--- config.mk ---
export PLATFORM = sky130hd
export DESIGN_NAME = keyed_decimal_line_parser
export DESIGN_NICKNAME = d
export VERILOG_FILES = /design/src/rtl/kdlp_pkg.sv /design/src/rtl/kdlp_parser.sv /design/src/rtl/kdlp_skid.sv /design/src/rtl/keyed_decimal_line_parser.sv
export SDC_FILE = /design/constraint.sdc
export NUM_CORES = 1
export LEC_CHECK = 0
export ABC_AREA = 1
export BUFFER_PORTS_ARGS = -buffer_cell sky130_fd_sc_hd__buf_2
export CAP_MARGIN = 20
export CORE_MARGIN = 4
export CORE_UTILIZATION = 30
export DETAILED_ROUTE_END_ITERATION = 6
export HOLD_SLACK_MARGIN = 0.12
export SLEW_MARGIN = 20
export SYNTH_ARGS = -nofsm -noshare
export SYNTH_HDL_FRONTEND = slang
export SYNTH_SLANG_ARGS = --single-unit
--- constraint.sdc ---
create_clock -name aclk -period 5.6 [get_ports aclk]
set_input_delay 0 -clock aclk [delete_from_list [all_inputs] [get_ports aclk]]
set_output_delay 0 -clock aclk [all_outputs]
set_load 0.01 [all_outputs]
--- src/rtl/kdlp_pkg.sv ---
// Shared types, key tables and character helpers for the keyed decimal line parser.
// No dependencies; imported by kdlp_parser, kdlp_skid and keyed_decimal_line_parser.
package kdlp_pkg;

    localparam int NumKeys = 6;
    localparam int KeyIdxW = 3;
    localparam int PosW    = 3;
    localparam int HeadLen = 3;

    typedef struct packed {
        logic [7:0] char_code;
        logic       line_end;
    } kdlp_in_t;

    typedef struct packed {
        logic               line_ok;
        logic signed [15:0] level_inside;
        logic signed [15:0] level_outside;
        logic signed [15:0] level_threshold;
        logic [7:0]         count_inside;
        logic [7:0]         count_outside;
        logic [7:0]         count_threshold;
        logic [2:0]         health_mask;
    } kdlp_out_t;

    typedef enum logic [2:0] {
        PH_START,
        PH_REJECT,
        PH_KEY,
        PH_SKIP,
        PH_NUMPRE,
        PH_NUMDIG,
        PH_HALT
    } kdlp_phase_t;

    // key slots: in, out, th, ni, no, nt
    localparam logic [KeyIdxW-1:0] KEY_IN  = 3'd0;
    localparam logic [KeyIdxW-1:0] KEY_OUT = 3'd1;
    localparam logic [KeyIdxW-1:0] KEY_TH  = 3'd2;
    localparam logic [KeyIdxW-1:0] KEY_NI  = 3'd3;
    localparam logic [KeyIdxW-1:0] KEY_NO  = 3'd4;
    localparam logic [KeyIdxW-1:0] KEY_NT  = 3'd5;

    localparam logic [NumKeys-1:0] ALL_KEYS = '1;

    localparam logic [7:0] CH_NUL   = 8'h00;
    localparam logic [7:0] CH_SPACE = 8'h20;
    localparam logic [7:0] CH_TAB   = 8'h09;
    localparam logic [7:0] CH_CR    = 8'h0D;
    localparam logic [7:0] CH_PLUS  = 8'h2B;
    localparam logic [7:0] CH_MINUS = 8'h2D;
    localparam logic [7:0] CH_ZERO  = 8'h30;
    localparam logic [7:0] CH_NINE  = 8'h39;

    // "SF1"
    localparam logic [7:0] HEAD_TEXT [HeadLen] = '{8'h53, 8'h46, 8'h31};

    // "in=", "out=", "th=", "ni=", "no=", "nt="
    localparam logic [7:0] KEY_TEXT [NumKeys][4] = '{
        '{8'h69, 8'h6E, 8'h3D, 8'h00},
        '{8'h6F, 8'h75, 8'h74, 8'h3D},
        '{8'h74, 8'h68, 8'h3D, 8'h00},
        '{8'h6E, 8'h69, 8'h3D, 8'h00},
        '{8'h6E, 8'h6F, 8'h3D, 8'h00},
        '{8'h6E, 8'h74, 8'h3D, 8'h00}
    };
    localparam logic [PosW-1:0] KEY_LEN [NumKeys] = '{3'd3, 3'd4, 3'd3, 3'd3, 3'd3, 3'd3};

    typedef struct packed {
        kdlp_phase_t         phase;
        logic [PosW-1:0]     pos;
        logic [NumKeys-1:0]  cand;
        logic                hit;
        logic [KeyIdxW-1:0]  key;
    } kdlp_feed_t;

    function automatic logic is_space(input logic [7:0] c);
        return (c == CH_SPACE) || ((c >= CH_TAB) && (c <= CH_CR));
    endfunction

    function automatic logic is_digit(input logic [7:0] c);
        return (c >= CH_ZERO) && (c <= CH_NINE);
    endfunction

endpackage

--- src/rtl/kdlp_parser.sv ---
// Per-character parse state: prefix check, key match, decimal accumulate, line result.
// Depends on kdlp_pkg.
module kdlp_parser (
    input  logic               aclk,
    input  logic               aresetn,
    input  logic               beat_valid,
    input  kdlp_pkg::kdlp_in_t beat,
    output logic               result_valid,
    output kdlp_pkg::kdlp_out_t result
);
    import kdlp_pkg::*;

    kdlp_phase_t          phase_reg,  phase_next;
    logic [PosW-1:0]      pos_reg,    pos_next;
    logic [NumKeys-1:0]   cand_reg,   cand_next;
    logic [KeyIdxW-1:0]   active_reg, active_next;
    logic [31:0]          acc_reg,    acc_next;
    logic                 neg_reg,    neg_next;
    logic                 sign_reg,   sign_next;
    logic [31:0]          field_reg [NumKeys];
    logic [31:0]          field_next [NumKeys];

    logic [7:0]  c;
    kdlp_feed_t  feed_cur;
    kdlp_feed_t  feed_tok;
    logic [3:0]  digit_full;
    logic [35:0] acc_x10;
    logic [31:0] acc_sat;
    logic [31:0] dig_value;

    function automatic kdlp_feed_t key_feed(input logic [7:0] ch,
                                            input logic [PosW-1:0] pos,
                                            input logic [NumKeys-1:0] cand);
        kdlp_feed_t         f;
        logic [NumKeys-1:0] keep;
        logic [PosW-1:0]    pos_inc;
        keep    = '0;
        pos_inc = pos + 3'd1;
        for (int k = 0; k < NumKeys; k++) begin
            if (cand[k] && (pos < KEY_LEN[k]) && (KEY_TEXT[k][pos[1:0]] == ch)) begin
                keep[k] = 1'b1;
            end
        end
        f.phase = PH_KEY;
        f.pos   = pos;
        f.cand  = cand;
        f.hit   = 1'b0;
        f.key   = '0;
        if (keep == '0) begin
            if (is_space(ch)) begin
                f.pos  = '0;
                f.cand = ALL_KEYS;
            end else begin
                f.phase = PH_SKIP;
            end
        end else begin
            f.pos  = pos_inc;
            f.cand = keep;
            for (int k = 0; k < NumKeys; k++) begin
                if (keep[k] && (KEY_LEN[k] == pos_inc)) begin
                    f.hit   = 1'b1;
                    f.key   = KeyIdxW'(k);
                    f.phase = PH_NUMPRE;
                end
            end
        end
        return f;
    endfunction

    assign c        = beat.char_code;
    assign feed_cur = key_feed(c, pos_reg, cand_reg);
    assign feed_tok = key_feed(c, '0, ALL_KEYS);

    // acc * 10 + digit, clipped at 2^31 magnitude
    always_comb begin
        // digits are 0x30..0x39, so the low nibble carries the value
        digit_full = c[3:0] - CH_ZERO[3:0];
        acc_x10    = ({4'b0, acc_reg} << 3) + ({4'b0, acc_reg} << 1)
                   + {32'b0, digit_full};
        acc_sat    = (acc_x10 > 36'h0_8000_0000) ? 32'h8000_0000 : acc_x10[31:0];
        if (neg_reg) begin
            dig_value = 32'd0 - acc_sat;
        end else begin
            dig_value = acc_sat[31] ? 32'h7FFF_FFFF : acc_sat;
        end
    end

    // next state
    always_comb begin
        kdlp_feed_t f;
        logic       use_feed;
        logic       use_digit;
        phase_next  = phase_reg;
        pos_next    = pos_reg;
        cand_next   = cand_reg;
        active_next = active_reg;
        acc_next    = acc_reg;
        neg_next    = neg_reg;
        sign_next   = sign_reg;
        field_next  = field_reg;
        f           = feed_cur;
        use_feed    = 1'b0;
        use_digit   = 1'b0;

        if (beat_valid) begin
            if (beat.line_end) begin
                phase_next  = PH_START;
                pos_next    = '0;
                cand_next   = ALL_KEYS;
                active_next = '0;
                acc_next    = '0;
                neg_next    = 1'b0;
                sign_next   = 1'b0;
                for (int k = 0; k < NumKeys; k++) begin
                    field_next[k] = '0;
                end
            end else if (c == CH_NUL) begin
                // NUL ends the text; rest of the line is ignored
                if (phase_reg == PH_START) begin
                    phase_next = PH_REJECT;
                end else if (phase_reg != PH_REJECT) begin
                    phase_next = PH_HALT;
                end
            end else begin
                unique case (phase_reg)
                    PH_START: begin
                        if (!(pos_reg == '0 && is_space(c))) begin
                            if ((pos_reg < PosW'(HeadLen))
                                && (HEAD_TEXT[pos_reg[1:0]] == c)) begin
                                if (pos_reg == PosW'(HeadLen - 1)) begin
                                    phase_next = PH_KEY;
                                    pos_next   = '0;
                                    cand_next  = ALL_KEYS;
                                end else begin
                                    pos_next = pos_reg + 3'd1;
                                end
                            end else begin
                                phase_next = PH_REJECT;
                            end
                        end
                    end
                    PH_KEY: begin
                        f        = feed_cur;
                        use_feed = 1'b1;
                    end
                    PH_SKIP: begin
                        if (is_space(c)) begin
                            phase_next = PH_KEY;
                            pos_next   = '0;
                            cand_next  = ALL_KEYS;
                        end
                    end
                    PH_NUMPRE: begin
                        if (is_digit(c)) begin
                            use_digit = 1'b1;
                        end else if (sign_reg) begin
                            if (is_space(c)) begin
                                phase_next = PH_KEY;
                                pos_next   = '0;
                                cand_next  = ALL_KEYS;
                            end else begin
                                phase_next = PH_SKIP;
                            end
                        end else if (c == CH_PLUS || c == CH_MINUS) begin
                            sign_next = 1'b1;
                            neg_next  = (c == CH_MINUS);
                        end else if (!is_space(c)) begin
                            f        = feed_tok;
                            use_feed = 1'b1;
                        end
                    end
                    PH_NUMDIG: begin
                        if (is_digit(c)) begin
                            use_digit = 1'b1;
                        end else begin
                            f        = feed_tok;
                            use_feed = 1'b1;
                        end
                    end
                    PH_REJECT, PH_HALT: begin
                    end
                    default: begin
                    end
                endcase
            end
        end

        if (use_feed) begin
            phase_next = f.phase;
            pos_next   = f.pos;
            cand_next  = f.cand;
            if (f.hit) begin
                active_next         = f.key;
                field_next[f.key]   = '0;
                acc_next            = '0;
                neg_next            = 1'b0;
                sign_next           = 1'b0;
            end
        end

        if (use_digit) begin
            acc_next               = acc_sat;
            field_next[active_reg] = dig_value;
            phase_next             = PH_NUMDIG;
        end
    end

    // line result, taken on the line_end beat
    always_comb begin
        logic pi, po, pt;
        logic line_open;
        line_open = (phase_reg != PH_START) && (phase_reg != PH_REJECT);
        pi = (field_reg[KEY_NI] != '0) && !field_reg[KEY_NI][31];
        po = (field_reg[KEY_NO] != '0) && !field_reg[KEY_NO][31];
        pt = (field_reg[KEY_NT] != '0) && !field_reg[KEY_NT][31];
        result = '0;
        if (line_open) begin
            result.line_ok         = pi || po;
            result.level_inside    = pi ? field_reg[KEY_IN][15:0]  : 16'h8000;
            result.level_outside   = po ? field_reg[KEY_OUT][15:0] : 16'h8000;
            result.level_threshold = pt ? field_reg[KEY_TH][15:0]  : 16'h8000;
            result.count_inside    = !pi ? 8'd0 : ((field_reg[KEY_NI] > 32'd255) ? 8'd255
                                                   : field_reg[KEY_NI][7:0]);
            result.count_outside   = !po ? 8'd0 : ((field_reg[KEY_NO] > 32'd255) ? 8'd255
                                                   : field_reg[KEY_NO][7:0]);
            result.count_threshold = !pt ? 8'd0 : ((field_reg[KEY_NT] > 32'd255) ? 8'd255
                                                   : field_reg[KEY_NT][7:0]);
            result.health_mask     = {pt, po, pi};
        end
        result_valid = beat_valid && beat.line_end;
    end

    always_ff @(posedge aclk) begin
        if (!aresetn) begin
            phase_reg  <= PH_START;
            pos_reg    <= '0;
            cand_reg   <= ALL_KEYS;
            active_reg <= '0;
            acc_reg    <= '0;
            neg_reg    <= 1'b0;
            sign_reg   <= 1'b0;
            for (int k = 0; k < NumKeys; k++) begin
                field_reg[k] <= '0;
            end
        end else begin
            phase_reg  <= phase_next;
            pos_reg    <= pos_next;
            cand_reg   <= cand_next;
            active_reg <= active_next;
            acc_reg    <= acc_next;
            neg_reg    <= neg_next;
            sign_reg   <= sign_next;
            field_reg  <= field_next;
        end
    end

endmodule

--- src/rtl/kdlp_skid.sv ---
// Two-entry result buffer: output register plus skid register.
// Depends on kdlp_pkg for the result type.
module kdlp_skid (
    input  logic                aclk,
    input  logic                aresetn,
    input  logic                in_valid,
    output logic                in_ready,
    input  kdlp_pkg::kdlp_out_t in_data,
    output logic                out_valid,
    input  logic                out_ready,
    output kdlp_pkg::kdlp_out_t out_data
);
    import kdlp_pkg::*;

    logic      main_valid_reg,  main_valid_next;
    logic      spare_valid_reg, spare_valid_next;
    kdlp_out_t main_reg,  main_next;
    kdlp_out_t spare_reg, spare_next;

    assign in_ready  = !spare_valid_reg;
    assign out_valid = main_valid_reg;
    assign out_data  = main_reg;

    always_comb begin
        main_valid_next  = main_valid_reg;
        spare_valid_next = spare_valid_reg;
        main_next        = main_reg;
        spare_next       = spare_reg;
        if (!main_valid_reg || out_ready) begin
            if (spare_valid_reg) begin
                main_next        = spare_reg;
                main_valid_next  = 1'b1;
                spare_valid_next = 1'b0;
            end else begin
                main_next       = in_data;
                main_valid_next = in_valid;
            end
        end else if (in_valid && in_ready) begin
            // output stalled: park the beat
            spare_next       = in_data;
            spare_valid_next = 1'b1;
        end
    end

    always_ff @(posedge aclk) begin
        if (!aresetn) begin
            main_valid_reg  <= 1'b0;
            spare_valid_reg <= 1'b0;
        end else begin
            main_valid_reg  <= main_valid_next;
            spare_valid_reg <= spare_valid_next;
        end
        main_reg  <= main_next;
        spare_reg <= spare_next;
    end

endmodule

--- src/rtl/keyed_decimal_line_parser.sv ---
// A line_end result is registered in the output register, or the skid register on a stall.
// One character beat per cycle while s_ready is high; parse state is registered per beat.
// s_ready drops only when both the output register and the skid register hold results.
// Reset (aresetn low, synchronous) returns the parser to line start and empties the buffer.
// Depends on kdlp_pkg, kdlp_parser and kdlp_skid.
module keyed_decimal_line_parser (
    input  logic                aclk,
    input  logic                aresetn,
    input  logic                s_valid,
    output logic                s_ready,
    input  kdlp_pkg::kdlp_in_t  s_data,
    output logic                m_valid,
    input  logic                m_ready,
    output kdlp_pkg::kdlp_out_t m_data
);
    import kdlp_pkg::*;

    logic      beat_valid;
    logic      res_valid;
    kdlp_out_t res_data;
    logic      buf_ready;

    assign s_ready    = buf_ready;
    assign beat_valid = s_valid && buf_ready;

    kdlp_parser u_parser (
        .aclk         (aclk),
        .aresetn      (aresetn),
        .beat_valid   (beat_valid),
        .beat         (s_data),
        .result_valid (res_valid),
        .result       (res_data)
    );

    kdlp_skid u_skid (
        .aclk      (aclk),
        .aresetn   (aresetn),
        .in_valid  (res_valid),
        .in_ready  (buf_ready),
        .in_data   (res_data),
        .out_valid (m_valid),
        .out_ready (m_ready),
        .out_data  (m_data)
    );

`ifndef ASSERT_OFF
    a_line_end_gives_result: assert property (@(posedge aclk) disable iff (!aresetn)
        (s_valid && s_ready && s_data.line_end) |=> m_valid)
        else $error("line_end beat produced no result");

    a_stall_only_when_full: assert property (@(posedge aclk) disable iff (!aresetn)
        !s_ready |-> (m_valid && !$past(m_ready)))
        else $error("input stalled while output buffer not full");

    a_no_spurious_result: assert property (@(posedge aclk) disable iff (!aresetn)
        (!m_valid && !(s_valid && s_ready && s_data.line_end)) |=> !m_valid)
        else $error("result without a line_end beat");

    a_ok_matches_mask: assert property (@(posedge aclk) disable iff (!aresetn)
        m_valid |-> (m_data.line_ok == (m_data.health_mask[0] || m_data.health_mask[1])))
        else $error("line_ok disagrees with health_mask");
`endif

endmodule
**Word-level counts from Yosys, hierarchy flattened**

Cells that the tools add are included.

- Register bits after elaboration: 395
- Bits of input ports: 13
- Word-level logic and storage cells: 320
- Output and inout port bits: 78

- Equality and inequality tests: 40
- $lt $le $gt $ge: 15
- Reduce and logical (&&, ||, !) cells: 62
- Add/subtract/negate cells: 4
- Bitwise gates (word level): 7
- Multiplexer cells: 160

Operators by type and width:

| operator | count |
|---|---|
| two-way mux 192 bit | 5 |
| two-way mux 32 bit | 9 |
| AND 192 bit | 1 |
| bitwise mux 192 bit | 1 |
| demux 32 bit (select 3 bit) | 2 |
| inverter 192 bit | 1 |
| two-way mux 16 bit | 11 |
| two-way mux 8 bit | 20 |
| two-way mux 76 bit | 2 |
| binary-select mux 8 bit (select 2 bit) | 7 |
| two-way mux 3 bit | 34 |
| > comparator 32 x 8 -> 1 bit, second input constant | 3 |
| nonzero test 32 bit | 3 |
| two-way mux 6 bit | 10 |
| equality test 8 bit | 7 |
| two-way mux 1 bit | 43 |
| adder 35 x 33 -> 36 bit | 1 |
| adder 36 x 4 -> 36 bit | 1 |
| > comparator 36 x 32 -> 1 bit, second input constant | 1 |
| equality test 7 x 8 -> 1 bit, first input constant | 4 |
| one-hot mux 16 bit (2 select lines) | 1 |
| subtractor 1 x 32 -> 32 bit, first input constant | 1 |
| logical AND 1 bit | 31 |
| two-way mux 31 bit | 1 |
| 50 further kinds | 88 |

**Logic depth before layout (Yosys ltp)**

Gate-level depths: netlist of run 1.

- Depth after elaboration: 34
- Gate-level depth with buffers: 35
- Mapped depth without buffers: 33

**Hierarchy**

Synthesis of run 1 repeated with hierarchy kept, for this count alone.

- Cell total of the unflattened synthesis: 2679
- Area total of the unflattened synthesis: 19625.1 µm²

By module, submodules not included:

| module | times used | cells an instance | area an instance (µm²) | sequential area each (µm²) |
|---|---|---|---|---|
| kdlp_parser | 1 | 2268 | 14005.9 | 3863.7 |
| kdlp_skid | 1 | 409 | 5611.6 | 4604.4 |
| keyed_decimal_line_parser | 1 | 2 | 7.5 | 0.0 |

**Worst setup path before layout of run 1**

No wires, ideal clock.

- Path kind: register to register
- Start: register u_skid.main_valid_reg (netlist: u_skid.out_valid)
- End: register u_skid.spare_reg[0] (netlist bit), enable pin
- Setup slack: -0.437 ns
- Required time: 5.089 ns
- Arrival time: 5.526 ns
- Clock period less this slack: 6.037 ns
- Cell stages (with the launch flop): 3
- Cells stage by stage: dfxtp_1 > nand2_1 > nor2_1

- Longest elaborated chain between the ends: 4

Ends and longest elaborated chain:

| element | RTL line | text |
|---|---|---|
| start: declaration | kdlp_skid.sv:15 | `logic main_valid_reg, main_valid_next;` |
| start signal: assignment | kdlp_skid.sv:50 | `main_valid_reg <= main_valid_next;` |
| logical NOT 1 bit | kdlp_skid.sv:29 | `if (!main_valid_reg \|\| out_ready) begin` |
| logical OR 1 bit | kdlp_skid.sv:29 |  |
| inverter 1 bit (no source line) | n/a |  |
| AND reduction 2 bit (no source line) | n/a |  |
| end signal: assignment | kdlp_skid.sv:54 | `spare_reg <= spare_next;` |
| end: declaration | kdlp_skid.sv:18 | `kdlp_out_t spare_reg, spare_next;` |

Every way passes these cells.
A chain may end at the register's enable or synchronous reset.

**Worst setup path in the final report of run 1**

- Start: register u_parser.acc_reg[0]
- End: register u_parser.field_reg[100] (netlist bit)

- Longest elaborated chain between the ends: 8
- Elaborated cells on any way between the ends: 9
- Classes of those cells: add/sub (3); order compare (1); mux (5)

Ends and longest elaborated chain:

| element | RTL line | text |
|---|---|---|
| start: declaration | kdlp_parser.sv:17 | `logic [31:0] acc_reg, acc_next;` |
| start signal: assignment | kdlp_parser.sv:250 | `acc_reg <= acc_next;` |
| adder 35 x 33 -> 36 bit * | kdlp_parser.sv:78 | `acc_x10 = ({4'b0, acc_reg} << 3) + ({4'b0, acc_reg} << 1)` |
| adder 36 x 4 -> 36 bit * | kdlp_parser.sv:79 | `+ {32'b0, digit_full};` |
| > comparator 36 x 32 -> 1 bit | kdlp_parser.sv:80 | `acc_sat = (acc_x10 > 36'h0_8000_0000) ? 32'h8000_0000 : acc_x10[31:0];` |
| two-way mux 32 bit * | kdlp_parser.sv:80 |  |
| subtractor 1 x 32 -> 32 bit or two-way mux 31 bit (tied branches) | kdlp_parser.sv:82, kdlp_parser.sv:84 |  |
| two-way mux 32 bit * | kdlp_parser.sv:81 | `if (neg_reg) begin` |
| bitwise mux 192 bit * | kdlp_parser.sv:203 | `field_next[active_reg] = dig_value;` |
| two-way mux 192 bit * | kdlp_parser.sv:201 | `if (use_digit) begin` |
| end signal: assignment | kdlp_parser.sv:253 | `field_reg <= field_next;` |
| end: declaration | kdlp_parser.sv:20 | `logic [31:0] field_reg [NumKeys];` |

Every way passes the cells marked *; elsewhere a longest branch is shown, timed or not.

==> results.md, run 1 <==
* Minimum clock period at 4.59 ns
* IO Pins at between 90 and 100
* Fillers at 6,811
* Sequential power share at about 48%
* Peak VDD IR at ~210 µV
* Top Usage Layer GRT: met2
* Share of layout cells above drive strength 1 at 9.41%
* Fmax at roughly 220 MHz
* PortBufs at 90
* Final Max Tran Viols at 0
* # Post-CTS Setup Buffers at 0
* CP cell instances: fa_1 -> ha_1 -> nand2_1 -> nor2_1 -> nand2_1 -> nand3_1 -> xnor2_1 -> nand2_1 -> nor2_1 -> nand2_1 -> nor2_1 -> nand2_1 -> nor2_1 -> nand2_1 -> nand2_2 -> nand2_4 -> nor2_1 -> inv_1 -> ha_1 -> nand2_2 -> nand2_1 -> o21ai_1 -> nand2_1 -> a21oi_1
* Sw power at about 1.4 mW
* Yosys top cell by area: edfxtp_1
* CTS max path bufs at 3
* Syn Area/Cell at 7.19 µm²
* Worst Tran Pin Value at 1.05 ns
* CTS tree: yes
* Combinational Power Share at 7.2%
* Net Sw Frac at about a quarter
* Crit start category: register
* EDFF count, synth at about 150
* Router iterations before antenna repair at 6
* Register Area at 8470 µm²
* Placement row count at between 90 and 100
* Seq cells post-synth at 347
* Synth area leaders: edfxtp_1 23%, dfxtp_1 20%, nand2_1 19%, a21oi_1 5.6%, inv_1 5.2%
* CTS clock-pin slew for the worst setup and hold paths at 0.07 ns
* Distinct cells, synth at 67
* Die area at 69,000 µm²
* Vias in the first global route at approximately 16,000
* Area share of the largest cell type after synthesis at 23.5%
* Core Util, Final at 34.3%
* Worst hold slack at 0.169 ns
* Largest fanout on the critical path at 27
* Skew-Pair Late Insertion Delay at 0.57 ns
* Total Wirelength at 56.5 mm
* Pint at ~4.2 mW
* Total negative setup slack at 0 ns
* LEAKAGE at 9.82 nW
* # DRC at 0
* Critical path class: reg2reg
* Final critical-path share of the clock period at about 80%
* Multi-input logic area at 9480 µm²
* Die width at 263 µm
* DR vias at ~18,000
* Clock buffer count from CTS at 37
* 1st-iter DRT viols at approximately 1,500
* Die height at 263 µm
* Total power at 5.62 mW
* Kind of cell adding the most delay to the critical path: simple AND/OR/NAND/NOR gates
* H-tree depth at 2
* Critical Path End Type: register
* Finished Layout Cells at 3,651
* Post-CTS Resized at 0
* Root buffer cell: clkbuf_16
* Crit-path max cell delay at 0.52 ns
* Syn Nets at roughly 2,800
* CP dominant cell by count: nand2_1
* Critical Path AT at 5.06 ns
* ANT nets after route at 0
* HP Class: in2reg
* Post-Synthesis Cells at 2,704
* Tot GR Track Use at 15.8%
* RSZ-0062 raised after global routing: false
* Wire length of the first global-routing pass at 89.7 mm
* Cells after DPL at 3,574
* Initial antenna violation count at 4
* Grt total ovfl at 0
* PwrDens at 255 nW/µm²
* Initial core utilization at 30.2%
* Status: completed
* Largest net degree at the start of global routing at 100
* Hold Violations, Final at 0
* CORE AREA at 64,300 µm²
* Max reg flops at 144
* Met2 Usage GRT at 25.8%
* Post-synth top cells: 985 x nand2_1, 270 x inv_1, 248 x nor2_1
* Slowest CP cell: o21ai_1
* Via density at 4.80
* WP buf/inv at 1
* Nets at 2,850
* Global routing usage on met3 at 2.41%
* Clock Sinks at 347
* Slew HR at 30.3%
* Clock skew at 0.0335 ns
* GPL Wtd Cong at 0.940
* Count leader, synth: nand2_1
* Clk network pwr share at 44.9%
* Met1 Resource Use GR at 21.5%
* DP HPWL at 41.0 mm
* Synth warnings at 0
* Req. time, crit path at 6.06 ns
* Seq/Total Area, Yosys at 43.5%
* Async S/R FF share, synth at 0%
* Wire per inst at 15.5 µm
* Layout Area Growth over Synthesis at 13.3%
* Primary FF master, synth: dfxtp_1
* Final setup violating endpoints at 0
* Mapped cell area at 19,500 µm²
* Max-Cap Viols at 0
-- power groups by stage --
stage                     logic (mW)  clock network, mW  registers (mW)
final                          0.405               2.52            2.69
after global routing           0.451               2.69            2.70
after CTS                      0.405               2.59            2.69
after detailed placement       0.399                  0            2.75
after global placement         0.405                  0            2.75
after floorplan                0.260                  0            2.76
-- worst reg2reg max path: cells and delay by family, from the launching register on --
family          cells  cell delay (ns)
compound gates      2             0.68
xor+xnor            1             0.48
fa+ha+maj           3             1.01
buf+inv             1             0.08
flops               1             0.38
simple gates       17             1.84
-- routing by layer --
layer / vias to the layer above / part of all wire (%)
met4: 2 / 3.1
met1: 8047 / 46
met5: - / 0.023
met3: 85 / 5.5
met2: 458 / 46
li1: 8943 / -
-- timing repair --
item / 4_1_cts / 5_1_grt
hold buffers: 6 / 0
endpoints found under the setup margin: 0 / 0
endpoints found under the hold margin: 48 / 0
-- through the flow --
stage | setup slack, ns | cell area (µm²)
floorplan | 0.430 | 19500
global placement | 1.17 | 20700
CTS | 1.06 | 22000
finish | 1.01 | 22000
detailed placement | 1.11 | 20700
global route | 0.510 | 22000
-- layout make-up --
class                           count  area share, %
Tap cell                          855           4.85
Clock buffer                       47           4.65
Antenna cell                        2         0.0227
Multi-Input combinational cell   1967           43.0
Sequential cell                   347           38.4
Timing Repair Buffer              117           3.06
Inverter                          295           5.03
Clock inverter                     21          0.976
-- layout by cell type, fill, tap and decap left out, types with 5 or more instances in the layout --
cell	synthesis	layout
buf_2	27	90
nor3_1	26	26
o21ai_0	43	43
nand3b_1	10	10
o21ai_1	9	9
o22ai_1	6	6
o21ai_2	10	10
xor2_1	6	6
nor2_1	248	244
a21oi_1	219	219
nor2_2	15	17
clkinv_2	0	5
ha_1	70	70
clkbuf_16	0	39
clkbuf_1	57	6
nand2_1	985	984
dfxtp_1	195	194
nand2_2	14	14
o41ai_1	9	9
clkinv_1	4	11
xnor2_1	8	8
nand4_1	32	32
inv_2	21	21
buf_4	2	20
edfxtp_1	152	152
nor4_1	26	25
nor2_4	4	6
dlygate4sd3_1	0	6
nand3_1	151	151
o211ai_1	8	8
inv_1	270	268
-- final timing paths --
kind / start / endpoint / slack, ns / cells after the start
max reg2reg: u_parser.acc_reg[0] / u_parser.field_reg[100] / 1.01 / 24
min: s_data[4] / u_parser.sign_reg / 0.17 / 5
min reg2reg: u_parser.field_reg[97] / u_parser.field_reg[97] / 0.46 / 2
max: u_parser.acc_reg[0] / u_parser.field_reg[100] / 1.01 / 24
-- cell families (layout without fill, tap and decap cells) --
| group | Yosys count | in the layout | synth area share (%) |
|---|---|---|---|
| simple gates | 1534 | 1534 | 32.8 |
| buf+inv | 390 | 480 | 7.95 |
| flops | 347 | 347 | 43.5 |
| compound gates | 346 | 346 | 10.3 |
| fa+ha+maj | 72 | 72 | 4.71 |
| xor+xnor | 15 | 15 | 0.714 |
| other cells | 0 | 2 | 0 |
(Power assumes the default switching activity.)
==> run 2: changes to the inputs <==
--- a/config.mk
+++ b/config.mk
@@ -5,7 +5,7 @@
 export SDC_FILE = /design/constraint.sdc
 export NUM_CORES = 1
 export LEC_CHECK = 0
-export ABC_AREA = 1
+export ABC_AREA = 0
 export BUFFER_PORTS_ARGS = -buffer_cell sky130_fd_sc_hd__buf_2
 export CAP_MARGIN = 20
 export CORE_MARGIN = 4
==> constraint.sdc (replaced) <==
create_clock -name aclk -period 4.1 [get_ports aclk]
set_input_delay 0 -clock aclk [delete_from_list [all_inputs] [get_ports aclk]]
set_output_delay 0 -clock aclk [all_outputs]
set_load 0.01 [all_outputs]
==> run 2 against run 1 <==
Against the previous run:
- the run now ends with setup timing left
- power up 34%
- clock skew shrank 0.0021 ns
- maximum frequency decreased by 6.6%
- clock power grew 37%
- combinational power is 2% lower
- register-to-register slack lost 1.8 ns
- global-route usage is 1.4 points higher
- die area is 6.3% lower
- clock-buffer cell count rose by 8
==> results.md, run 2 <==
* Status: finished, violations left (was completed)
* Violated checks: setup timing
* Hold EP: u_parser.field_reg[86] (was u_parser.sign_reg)
* H-tree depth at 2 (unchanged)
* Clock buffer count from CTS at 39 (was 37)
* Fillers at 5,697 (was 6,811)
* Count leader, synth: nand2_1 (unchanged)
* Worst r2r src: u_parser.acc_reg[0] (unchanged)
* Async S/R FF share, synth at 0% (unchanged)
* # DRC at 0 (unchanged)
* IO Pins at 91 (unchanged)
* Grt total ovfl at 0 (unchanged)
* Via density at 5.27 (was 4.80)
* Yosys top cell by area: edfxtp_1 (unchanged)
* Layout Area Growth over Synthesis at 34.9% (was 13.3%)
* Largest fanout on the critical path at 7 (was 27)
* Commonest non-fill, non-tap cell in the layout: buf_4 (was nand2_1)
* Final Max Tran Viols at 0 (unchanged)
* Total Wirelength at 58.0 mm (was 56.5 mm)
* PwrDens at 306 nW/µm² (was 255 nW/µm²)
* Multi-input logic area at 10,300 µm² (was 9480 µm²)
* Clock Sinks at 347 (unchanged)
* Final setup violating endpoints at 101 (was 0)
* Reg2reg end: u_parser.field_reg[80] (was u_parser.field_reg[100])
* Initial core utilization at 30.2% (about the same)
* EDFF count, synth at 152 (unchanged)
* Die height at 254 µm (was 263 µm)
* Reg2Reg Setup Slack at -0.82 ns (was 1.01 ns)
* Synth area leaders: edfxtp_1 25%, dfxtp_1 21%, ha_1 4.8%, mux2_2 4.5%, nand2_1 4.4% (was edfxtp_1 23%, dfxtp_1 20%, nand2_1 19%, a21oi_1 5.6%, inv_1 5.2%)
* Vias in the first global route at 15,900 (was 16,400)
* DR vias at 16,200 (was 17,500)
* HP Class: in2reg (unchanged)
* Max reg flops at 144 (unchanged)
* PortBufs at 90 (unchanged)
* Critical Path End Type: register (unchanged)
* LEAKAGE at 9.99 nW (was 9.82 nW)
* Syn Area/Cell at 9.60 µm² (was 7.19 µm²)
* Die width at 254 µm (was 263 µm)
* Max-Cap Viols at 0 (unchanged)
* Register Area at 8470 µm² (about the same)
* Share of layout cells above drive strength 1 at 35.3% (was 9.41%)
* GPL Wtd Cong at 0.923 (was 0.940)
* CTS clock-pin slew for the worst setup and hold paths at 0.06 ns (was 0.07 ns)
* Req. time, crit path at 4.52 ns (was 6.06 ns)
* CORE AREA at 60,200 µm² (was 64,300 µm²)
* Root buffer cell: clkbuf_16 (unchanged)
* Peak VDD IR at 236 µV (was 210 µV)
* Synth warnings at 0 (unchanged)
* Router iterations before antenna repair at 7 (was 6)
* Post-synth top cells: 213 x nand2_1, 195 x dfxtp_1, 173 x nor2_1 (was 985 x nand2_1, 270 x inv_1, 248 x nor2_1)
* Primary FF master, synth: dfxtp_1 (unchanged)
* Largest net degree at the start of global routing at 74 (was 100)
* Worst Tran Pin Value at 1.06 ns (was 1.05 ns)
* Final worst slack at -0.816 ns (was 1.01 ns)
* Tot GR Track Use at 17.2% (was 15.8%)
* 1st-iter DRT viols at 1,125 (was 1,514)
* Die area at 64,600 µm² (was 69,000 µm²)
* Seq cells post-synth at 347 (unchanged)
* Seq/Total Area, Yosys at 46.5% (was 43.5%)
* Area share of the largest cell type after synthesis at 25.1% (was 23.5%)
* DP HPWL at 42.1 mm (was 41.0 mm)
* Slew HR at 29.4% (was 30.3%)
* Final critical-path share of the clock period at 120% (was 82.0%)
* Initial antenna violation count at 1 (was 4)
* Syn Nets at 1,980 (was 2,789)
* Clock skew at 0.0314 ns (was 0.0335 ns)
* Distinct cells, synth at 99 (was 67)
* Crit start category: register (unchanged)
* CTS max path bufs at 3 (unchanged)
* ANT nets after route at 0 (unchanged)
* RSZ-0062 raised after global routing: true (was false)
* Wire per inst at 18.9 µm (was 15.5 µm)
* Placement row count at 90 (was 93)
* FF-to-FF path depth at 24 (unchanged)
* Post-Synthesis Cells at 1,895 (was 2,704)
* Skew-Pair Late Insertion Delay at 0.56 ns (was 0.57 ns)
* Hold path depth at 3 (was 5)
* Hold Violations, Final at 0 (unchanged)
* Min-Delay Startpoint: aresetn (was s_data[4])
* Critical Path AT at 5.34 ns (was 5.06 ns)
* Total power at 7.51 mW (was 5.62 mW)
* Minimum clock period at 4.92 ns (was 4.59 ns)
* Place WS at -1.06 ns (was 1.11 ns)
* Wire length of the first global-routing pass at 89.1 mm (was 89.7 mm)
* Nets at 2,347 (was 2,850)
* Most frequent cells in the layout: 299 x buf_4, 205 x nand2_1, 190 x dfxtp_1 (was 984 x nand2_1, 268 x inv_1, 244 x nor2_1)
* CTS tree: yes (unchanged)
* Mapped cell area at 18,200 µm² (was 19,500 µm²)
* Fmax at 203 MHz (was 218 MHz)
* Critical path class: reg2reg (unchanged)
* Total negative setup slack at -47.39 ns (was 0 ns)
* Core Util, Final at 40.7% (was 34.3%)
==> run 2: cell types whose count changed after synthesis, sizes merged, moves of 24 or more <==
cell	previous run	this run
o2bb2ai	0	29
o21ai	62	167
mux2	0	73
nor2	267	175
and3	2	59
nand2	1002	215
inv	291	24
and2	1	28
o21a	0	24
nand3	154	41
a21oi	222	88
a22oi	2	38
==> run 2: logic make-up (layout without fill, tap and decap cells) <==
| logic type | Yosys count | count (layout) | share of synthesized area [%] |
|---|---|---|---|
| AO/OA/AOI/OAI | 523 | 523 | 19.4 |
| XOR/XNOR | 39 | 39 | 1.88 |
| adder cells (fa/ha/maj) | 72 | 72 | 5.03 |
| buffers and inverters | 137 | 533 | 3.20 |
| flip-flops | 347 | 347 | 46.5 |
| multiplexers | 84 | 84 | 5.12 |
| other | 0 | 1 | 0 |
| AND/OR/NAND/NOR | 693 | 693 | 18.8 |
==> run 2: critical path: stages (launching register included) <==
cell and delay [ns]:
dfxtp_2 0.32, fa_1 0.56, inv_2 0.05, fa_2 0.34
nand2b_4 0.18, a21boi_4 0.32, o21ai_2 0.10, o211ai_1 0.24
a311oi_2 0.08, or3_4 0.43, nor4_4 0.18, a41oi_2 0.18
nor2_2 0.14, buf_6 0.14, nand2_4 0.05, ha_4 0.17
nand2_4 0.06, nor2_2 0.04, a21o_1 0.17, buf_4 0.17
o211ai_1 0.09, o21ai_1 0.11, a221oi_2 0.39, buf_4 0.20
o21ai_1 0.06
==> run 2: final cells by class <==
type,instances,area share (%)
diodes,1,0.0102
clock buffers,55,4.69
clock inverters,15,0.459
inverters,24,0.367
multi-input cells,1411,42.0
flip-flops and latches,347,34.5
well taps,782,3.99
repair buffers,439,14.0
==> run 2: worst max-delay path by stage <==
stage | startpoint | endpoint | slack [ns] | depth (start not counted)
final | u_parser.acc_reg[0] | u_parser.field_reg[80] | -0.82 | 24
after global routing | u_parser.acc_reg[6] | u_parser.field_reg[62] | -1.01 | 24
after CTS | u_parser.acc_reg[0] | u_parser.field_reg[62] | -0.71 | 23
after detailed placement | u_parser.acc_reg[0] | u_parser.field_reg[138] | -1.06 | 26
after global placement | u_parser.acc_reg[0] | u_parser.field_reg[76] | -0.95 | 26
after floorplan | u_parser.acc_reg[0] | u_parser.field_reg[62] | -1.11 | 24
==> run 2: timing repair <==
item / 4_1_cts / 5_1_grt
endpoints found under the setup margin: 168 / 175
endpoints found under the hold margin: 30 / 0
cloned: 2 / 0
gates resized for setup: 150 / 161
hold buffers: 7 / 0
pin swaps: 75 / 58
buffers inserted: 23 / 19
==> run 2: through the flow <==
stage / hold slack [ns] / instance area, µm² / instances
5_1_grt: 0.169 / 24500 / 3073
2_1_floorplan: 0.312 / 18300 / 1895
3_5_place_dp: 0.408 / 21800 / 2963
3_3_place_gp: 0.401 / 21800 / 2963
6_report: 0.147 / 24500 / 3074
4_1_cts: 0.125 / 23900 / 3061
==> run 2: power breakdown <==
group / internal, mW / switching [mW]
combinational: 0.147 / 0.248
sequential: 3.64 / 0.0197
clock: 2.02 / 1.43
==> run 2: routing by layer <==
layer	up-vias	share of wire, %	track usage (%)
li1	7820	-	-
met1	7859	45	23.1
met2	450	48	29.1
met3	71	5.2	2.74
met4	0	2.0	4.25
met5	-	0	0
